[src/bte_pkg.sv]
`timescale 1ns / 1ps

package bte_pkg;

  localparam int MAX_SIDE_DEF = 16;

  localparam int SIDE_W   = 5;
  localparam int MODE_W   = 3;
  localparam int OP_W     = 2;
  localparam int COORD_W  = 6;
  localparam int CFG_IDX_W  = 2;
  localparam int CFG_DATA_W = 5;

  localparam logic [SIDE_W-1:0] SIDE_RESET = 5'd16;

  localparam logic [OP_W-1:0] OP_WRITE = 2'd0;
  localparam logic [OP_W-1:0] OP_READ  = 2'd1;
  localparam logic [OP_W-1:0] OP_SYM   = 2'd2;

  localparam logic [MODE_W-1:0] MODE_COPY   = 3'd0;
  localparam logic [MODE_W-1:0] MODE_ROT_CW = 3'd1;
  localparam logic [MODE_W-1:0] MODE_MIR_LR = 3'd2;
  localparam logic [MODE_W-1:0] MODE_MIR_TB = 3'd3;
  localparam logic [MODE_W-1:0] MODE_SCALE2 = 3'd4;
  localparam logic [MODE_W-1:0] MODE_SCALE4 = 3'd5;

  localparam logic [CFG_IDX_W-1:0] REG_SIDE = 2'd0;
  localparam logic [CFG_IDX_W-1:0] REG_MODE = 2'd1;

endpackage

[src/bte_ram.sv]
`timescale 1ns / 1ps

module bte_ram #(
  parameter int WIDTH = 1,
  parameter int DEPTH = 256,
  localparam int AW = (DEPTH > 1) ? $clog2(DEPTH) : 1
) (
  input  logic             clk_i,
  input  logic             we_i,
  input  logic [AW-1:0]    waddr_i,
  input  logic [WIDTH-1:0] wdata_i,
  input  logic [AW-1:0]    raddr_a_i,
  output logic [WIDTH-1:0] rdata_a_o,
  input  logic [AW-1:0]    raddr_b_i,
  output logic [WIDTH-1:0] rdata_b_o
);

  logic [WIDTH-1:0] mem [DEPTH];
  logic [WIDTH-1:0] rdata_a_q;
  logic [WIDTH-1:0] rdata_b_q;

  always_ff @(posedge clk_i) begin
    if (we_i) begin
      mem[waddr_i] <= wdata_i;
    end
    rdata_a_q <= mem[raddr_a_i];
    rdata_b_q <= mem[raddr_b_i];
  end

  assign rdata_a_o = rdata_a_q;
  assign rdata_b_o = rdata_b_q;

endmodule

[src/bitmap_transform_engine.sv]
`timescale 1ns / 1ps
// Write transaction: stored at the accepting edge, no result.
// Read transaction: RAM data is registered in ST_RD, then loaded into the result;
// input stalls until idle. Symmetry query: one pair per cycle from a dual-read
// pixel RAM; input stalls until the query result is loaded.
// Reset (async, active low) sets side to 16 and mode to copy; pixel RAM is not cleared.

module bitmap_transform_engine import bte_pkg::*; #(
  parameter int MAX_SIDE = MAX_SIDE_DEF
) (
  input  logic                  clk_i,
  input  logic                  rst_ni,

  input  logic                  cfg_valid_i,
  output logic                  cfg_ready_o,
  input  logic [CFG_IDX_W-1:0]  cfg_index_i,
  input  logic [CFG_DATA_W-1:0] cfg_data_i,

  input  logic                  in_valid_i,
  output logic                  in_stall_o,
  input  logic [OP_W-1:0]       operation_i,
  input  logic [COORD_W-1:0]    row_i,
  input  logic [COORD_W-1:0]    col_i,
  input  logic                  pixel_i,

  output logic                  out_valid_o,
  input  logic                  out_stall_i,
  output logic                  pixel_out_o,
  output logic                  in_range_o,
  output logic                  symmetric_o
);

  localparam int DEPTH = MAX_SIDE * MAX_SIDE;
  localparam int AW    = (DEPTH > 1) ? $clog2(DEPTH) : 1;
  localparam int IW    = (MAX_SIDE > 1) ? $clog2(MAX_SIDE) : 1;
  localparam int CW    = $clog2(MAX_SIDE + 2);
  localparam int TW    = SIDE_W + 2;

  localparam logic [1:0] ST_IDLE = 2'd0;
  localparam logic [1:0] ST_RD   = 2'd1;
  localparam logic [1:0] ST_SYM  = 2'd2;

  function automatic logic [AW-1:0] pix_addr(input logic [IW-1:0] r, input logic [IW-1:0] c);
    return AW'(r) * AW'(MAX_SIDE) + AW'(c);
  endfunction

  logic [SIDE_W-1:0] side_q;
  logic [MODE_W-1:0] mode_q;
  logic [1:0]        state_q, state_d;
  logic [CW-1:0]     i_q, i_d, j_q, j_d;
  logic              cmp_q, cmp_d;
  logic              acc_q, acc_d;
  logic              rd_ok_q, rd_ok_d;
  logic              out_valid_q, out_valid_d;
  logic              pix_q, pix_d, rng_q, rng_d, sym_q, sym_d;

  logic [SIDE_W-1:0]  s_eff;
  logic [CW-1:0]      s_cw;
  logic [TW-1:0]      t_size;
  logic [COORD_W-1:0] s_m1, rd_r, rd_c;
  logic               rd_ok, wr_ok;
  logic               out_free, in_acc;
  logic               we;
  logic [AW-1:0]      waddr, raddr_a, raddr_b;
  logic               rdata_a, rdata_b;
  logic               pair_eq;

  assign cfg_ready_o = 1'b1;

  always_ff @(posedge clk_i or negedge rst_ni) begin
    if (!rst_ni) begin
      side_q <= SIDE_RESET;
      mode_q <= MODE_COPY;
    end else if (cfg_valid_i) begin
      unique case (cfg_index_i)
        REG_SIDE: side_q <= cfg_data_i;
        REG_MODE: mode_q <= cfg_data_i[MODE_W-1:0];
        default: ;
      endcase
    end
  end

  always_comb begin
    if (side_q == '0) begin
      s_eff = SIDE_W'(1);
    end else if (32'(side_q) > MAX_SIDE) begin
      s_eff = SIDE_W'(MAX_SIDE);
    end else begin
      s_eff = side_q;
    end
  end

  assign s_cw  = CW'(s_eff);
  assign s_m1  = COORD_W'(s_eff) - COORD_W'(1);
  assign wr_ok = (row_i < COORD_W'(s_eff)) && (col_i < COORD_W'(s_eff));

  // transformed coordinate decode
  always_comb begin
    t_size = TW'(s_eff);
    rd_r   = row_i;
    rd_c   = col_i;
    unique case (mode_q)
      MODE_ROT_CW: begin
        rd_r = s_m1 - col_i;
        rd_c = row_i;
      end
      MODE_MIR_LR: rd_c = s_m1 - col_i;
      MODE_MIR_TB: rd_r = s_m1 - row_i;
      MODE_SCALE2: begin
        t_size = TW'(s_eff) << 1;
        rd_r   = row_i >> 1;
        rd_c   = col_i >> 1;
      end
      MODE_SCALE4: begin
        t_size = TW'(s_eff) << 2;
        rd_r   = row_i >> 2;
        rd_c   = col_i >> 2;
      end
      default: ;
    endcase
  end

  assign rd_ok = (TW'(row_i) < t_size) && (TW'(col_i) < t_size);

  assign out_free   = !out_valid_q || !out_stall_i;
  assign in_stall_o = !((state_q == ST_IDLE) && out_free);
  assign in_acc     = in_valid_i && !in_stall_o;

  assign we    = in_acc && (operation_i == OP_WRITE) && wr_ok;
  assign waddr = pix_addr(row_i[IW-1:0], col_i[IW-1:0]);

  always_comb begin
    if (state_q == ST_SYM) begin
      raddr_a = pix_addr(i_q[IW-1:0], j_q[IW-1:0]);
      raddr_b = pix_addr(j_q[IW-1:0], i_q[IW-1:0]);
    end else begin
      raddr_a = rd_ok ? pix_addr(rd_r[IW-1:0], rd_c[IW-1:0]) : '0;
      raddr_b = '0;
    end
  end

  bte_ram #(
    .WIDTH (1),
    .DEPTH (DEPTH)
  ) u_ram (
    .clk_i     (clk_i),
    .we_i      (we),
    .waddr_i   (waddr),
    .wdata_i   (pixel_i),
    .raddr_a_i (raddr_a),
    .rdata_a_o (rdata_a),
    .raddr_b_i (raddr_b),
    .rdata_b_o (rdata_b)
  );

  assign pair_eq = !cmp_q || (rdata_a == rdata_b);

  always_comb begin
    state_d     = state_q;
    i_d         = i_q;
    j_d         = j_q;
    cmp_d       = 1'b0;
    acc_d       = acc_q;
    rd_ok_d     = rd_ok_q;
    out_valid_d = out_valid_q && out_stall_i;
    pix_d       = pix_q;
    rng_d       = rng_q;
    sym_d       = sym_q;
    unique case (state_q)
      ST_IDLE: begin
        if (in_acc) begin
          if (operation_i == OP_READ) begin
            rd_ok_d = rd_ok;
            state_d = ST_RD;
          end else if (operation_i == OP_SYM) begin
            i_d     = '0;
            j_d     = CW'(1);
            acc_d   = 1'b1;
            state_d = ST_SYM;
          end
        end
      end
      ST_RD: begin
        out_valid_d = 1'b1;
        pix_d       = rd_ok_q & rdata_a;
        rng_d       = rd_ok_q;
        sym_d       = 1'b0;
        state_d     = ST_IDLE;
      end
      ST_SYM: begin
        acc_d = acc_q & pair_eq;
        if (j_q < s_cw) begin
          cmp_d = 1'b1;
          if (j_q + CW'(1) < s_cw) begin
            j_d = j_q + CW'(1);
          end else begin
            i_d = i_q + CW'(1);
            j_d = i_q + CW'(2);
          end
        end else begin
          out_valid_d = 1'b1;
          pix_d       = 1'b0;
          rng_d       = 1'b0;
          sym_d       = acc_q & pair_eq;
          state_d     = ST_IDLE;
        end
      end
      default: state_d = ST_IDLE;
    endcase
  end

  always_ff @(posedge clk_i or negedge rst_ni) begin
    if (!rst_ni) begin
      state_q     <= ST_IDLE;
      out_valid_q <= 1'b0;
      cmp_q       <= 1'b0;
    end else begin
      state_q     <= state_d;
      out_valid_q <= out_valid_d;
      cmp_q       <= cmp_d;
    end
  end

  always_ff @(posedge clk_i) begin
    i_q     <= i_d;
    j_q     <= j_d;
    acc_q   <= acc_d;
    rd_ok_q <= rd_ok_d;
    pix_q   <= pix_d;
    rng_q   <= rng_d;
    sym_q   <= sym_d;
  end

  assign out_valid_o = out_valid_q;
  assign pixel_out_o = pix_q;
  assign in_range_o  = rng_q;
  assign symmetric_o = sym_q;

`ifndef ASSERT_OFF
  a_busy_stalls: assert property (@(posedge clk_i) disable iff (!rst_ni)
    (state_q != ST_IDLE) |-> in_stall_o)
    else $error("input taken while busy");

  a_rd_out_free: assert property (@(posedge clk_i) disable iff (!rst_ni)
    (state_q == ST_RD) |-> !out_valid_q)
    else $error("read result would overwrite pending result");

  a_rd_delivers: assert property (@(posedge clk_i) disable iff (!rst_ni)
    (state_q == ST_RD) |=> (out_valid_q && state_q == ST_IDLE))
    else $error("read result not loaded");

  a_sym_cmp: assert property (@(posedge clk_i) disable iff (!rst_ni)
    ((state_q == ST_SYM) && (j_q < s_cw)) |=> cmp_q)
    else $error("symmetry pair issued without compare");

  a_flags_excl: assert property (@(posedge clk_i) disable iff (!rst_ni)
    out_valid_q |-> !(rng_q && sym_q))
    else $error("read and query flags both set");
`endif

endmodule
[config.mk]
export PLATFORM = sky130hd
export DESIGN_NAME = bitmap_transform_engine
export DESIGN_NICKNAME = d
export VERILOG_FILES = /design/src/bte_pkg.sv /design/src/bte_ram.sv /design/src/bitmap_transform_engine.sv
export SDC_FILE = /design/constraint.sdc
export NUM_CORES = 1
export LEC_CHECK = 0
export BUFFER_PORTS_ARGS = -buffer_cell sky130_fd_sc_hd__buf_2
export CAP_MARGIN = 20
export CORE_ASPECT_RATIO = 0.7
export CORE_MARGIN = 1
export CORE_UTILIZATION = 35
export CTS_CLUSTER_DIAMETER = 30
export DETAILED_ROUTE_END_ITERATION = 10
export PLACE_DENSITY = 0.53
export SLEW_MARGIN = 20
export SYNTH_ARGS = -nofsm -noshare
export SYNTH_HDL_FRONTEND = slang
export SYNTH_SLANG_ARGS = --single-unit
[constraint.sdc]
create_clock -name clk_i -period 4.8 [get_ports clk_i]
set_clock_uncertainty 0.05 [all_clocks]
set_input_delay 0.72 -clock clk_i [delete_from_list [all_inputs] [get_ports clk_i]]
set_output_delay 0.72 -clock clk_i [all_outputs]
set_load 0.02 [all_outputs]
==> reports/metrics.cfg <==
[status]
outcome = complete, no violations

[die]
die_y_um = 185
core_area_um2 = 46700
start_util_pct = 35.7
ios = 33
die_x_um = 263
fp.dieArea_um2 = 48600
rows = 66

[yosys]
netlist_area_um2 = 16700
yosysMostFrequentCell = nor2_1
syn_avg_cell_area_um2 = 10.3
synth_nets = 1687
ys_seq_elements = 285
synth_async_sr_flop_share_pct = 4.21
yosysTopAreaCell = edfxtp_1
synthCells = 1625
ys.flop_type = edfxtp_1
synth_top_cell_area_share_pct = 48.7
synth_common_cells = nor2_1 (337), edfxtp_1 (271), nand2_1 (222), clkbuf_1 (89), mux2i_1 (70)
netlist_top_cells_area = edfxtp_1 (49%), nor2_1 (7.6%), mux4_2 (5.8%), nand2_1 (5.0%), mux2i_1 (4.2%)
synthDistinctLibCells = 82
synth_warnings = 0
synth-edff-count = 271
ys_seq_area_share_pct = 50.8

[drt]
vias_per_cell = 6.02
drc_errors = 0
routed_wl_um = 60600
drt_iter0_markers = 1906
wire_per_inst_um = 25.8
postRouteAntennaNets = 0
num_vias = 14200
drt-pass1-iter-count = 6

[cts]
root_buffer = clkbuf_16
clk_latency_ns = 0.60
cts_tree = built
cts_buffer_depth = 3
cts_sinks = 285
numCtsBuffers = 55
htree_levels = 2
cts.clk_slew.worst_paths_ns = 0.05

[timing]
max-slew-margin-rel_pct = 30.5
tns_ns = 0
fin_crit_sh_pct = 95.8
worst_slew_pin_slew_ns = 1.04
rsz0062_at_grt = false
setup_viol = 0
fmax_ghz = 0.217
slew_viol_final = 0
setup_ws_ns = 0.201
period_needed_ns = 4.60
hold_violations = 0

[power_and_ir_drop]
power_density_nw_per_um2 = 507
max-vdd-ir-drop_mv = 0.314
power_uw = 10100
power_leakage_uw = 0.00691

[critical_path]
critPathMaxFanout = 13
crit_chain = buf_4 -> nand2b_1 -> nor2_1 -> o21ai_0 -> ha_1 -> nand2_1 -> a211oi_1 -> a21oi_2 -> o31a_1 -> a21boi_4 -> buf_4 -> buf_4 -> mux2i_1 -> a221oi_1 -> nor2_1 -> o21ai_0 -> a211oi_1 -> nor4_2
crit_buf_inv = 3
required_ns = 5.25
endpoint_kind = flop
critPathMaxStageDelay_ns = 0.57
crit_top_cell = buf_4
worstPathArrival_ns = 5.05
cp_top_family = compound AO/OA/AOI/OAI gates
critPathLaunchType = flop
cp_slowest_cell = dfstp_2
path_class = flop to flop

[grt]
grt_pass1_vias = 13500
grt_pass1_wl_um = 88900
grt_max_degree = 135
grt_overflow = 0
grt_usage_pct = 24.8
antenna_found_initial = 3

[worst_hold_path]
hold_class = primary input to flop

[finish]
n_fill_cell = 4493
drive_gt1_share_pct = 18.7
area_growth_pct = 19.8
nets = 1754
postLayoutCoreUtil_pct = 42.8

[placement]
hpwl_um = 39300
pre_cts_ws_ns = 0.213
port_buffers = 31
gp_congestion = 0.916

[flow_run]
cap_violations = 0

## worst reg2reg max path, cell delays in order (launching register included)
cell and delay [ns]:
dfstp_2 0.57, buf_4 0.17, nand2b_1 0.14, nor2_1 0.05, o21ai_0 0.24, ha_1 0.17, nand2_1 0.06, a211oi_1 0.24
a21oi_2 0.14, o31a_1 0.38, a21boi_4 0.35, buf_4 0.31, buf_4 0.29, mux2i_1 0.11, a221oi_1 0.31, nor2_1 0.06
o21ai_0 0.42, a211oi_1 0.19, nor4_2 0.28
## final cells by class
class                           count  area, µm²  share of cell area, %
Inverter                           24       90.1                  0.450
Tap cell                          612        766                   3.83
Clock buffer                       59       1400                   7.00
Multi-Input combinational cell   1189       7650                   38.2
Sequential cell                   285       8480                   42.4
Antenna cell                        1       2.50                 0.0125
Clock inverter                     44        519                   2.59
Timing Repair Buffer              137       1100                   5.50
## layout by cell type (no fill, tap or decap), types with 18 or more instances in the layout
cell       count
nand2_1      218
nor2_1       337
nand3_1       46
o22ai_1       39
buf_2         30
edfxtp_1     271
mux4_2        43
ha_1          33
o21ai_0       38
nor3_1        25
a211oi_1      29
a21oi_1       58
clkbuf_16     55
inv_1         21
mux2_2        18
buf_4         93
a31oi_1       19
mux2i_1       70
## cells by family after synthesis
family | count (synthesis) | synth area share, %
AO/OA/AOI/OAI | 304 | 13.1
XOR/XNOR | 16 | 0.839
adder cells (fa/ha/maj) | 35 | 2.71
buffers and inverters | 151 | 3.77
flip-flops | 285 | 50.8
multiplexers | 131 | 11.2
other | 1 | 0.0225
AND/OR/NAND/NOR | 702 | 17.6
## path summary, 6_finish.rpt
path	from	slack (ns)	endpoint	cells after the start
worst max-delay path	side_q[4]$_DFFE_PN1P_	0.20	u_ram.rdata_a_o$_DFF_P_	18
max in group asynchronous	rst_ni	3.90	side_q[4]$_DFFE_PN1P_	2
min in group asynchronous	rst_ni	0.52	cmp_q$_DFF_PN0_	2
worst max register to register	side_q[4]$_DFFE_PN1P_	0.20	u_ram.rdata_a_o$_DFF_P_	18
worst min-delay path	cfg_data_i[4]	0.31	side_q[4]$_DFFE_PN1P_	3
worst min register to register	cmp_q$_DFF_PN0_	0.51	symmetric_o$_DFFE_PP_	1
## timing repair
action	CTS	global route
hold buffers	1	0
setup endpoints to repair	0	1
hold endpoints to repair	11	0
gates resized for setup	0	4
setup buffers	0	4
## per-stage QoR
| stage | instance area, µm² | std cells | hold WS, ns |
|---|---|---|---|
| floorplan | 16700 | 1625 | 0.374 |
| global placement | 18000 | 2242 | 0.488 |
| detailed placement | 18000 | 2242 | 0.498 |
| CTS | 20000 | 2346 | 0.301 |
| global route | 20000 | 2350 | 0.336 |
| finish | 20000 | 2351 | 0.313 |
## per-layer routing
metal,share of wire (%),GRT usage [%]
met2,41,35.4
met5,0.020,0
met4,2.6,7.23
met3,12,7.40
met1,45,35.8
## registers in the layout, summed over array words and instances, names as in the netlist
signal and cells:
out_valid_o 1, i_q 5, state_q 2, u_ram.rdata_a_o 1
cmp_q 1, acc_q 1, rd_ok_q 1, u_ram.mem 256
symmetric_o 1, pixel_out_o 1, in_range_o 1, u_ram.rdata_b_o 1
mode_q 3, side_q 5, j_q 5
## power breakdown
part	internal, µW	switching, µW
clock network	2530	1460
registers	2810	67.6
logic	1230	2050
total	6570	3580
No activity file was read; power rests on OpenSTA's default activity.
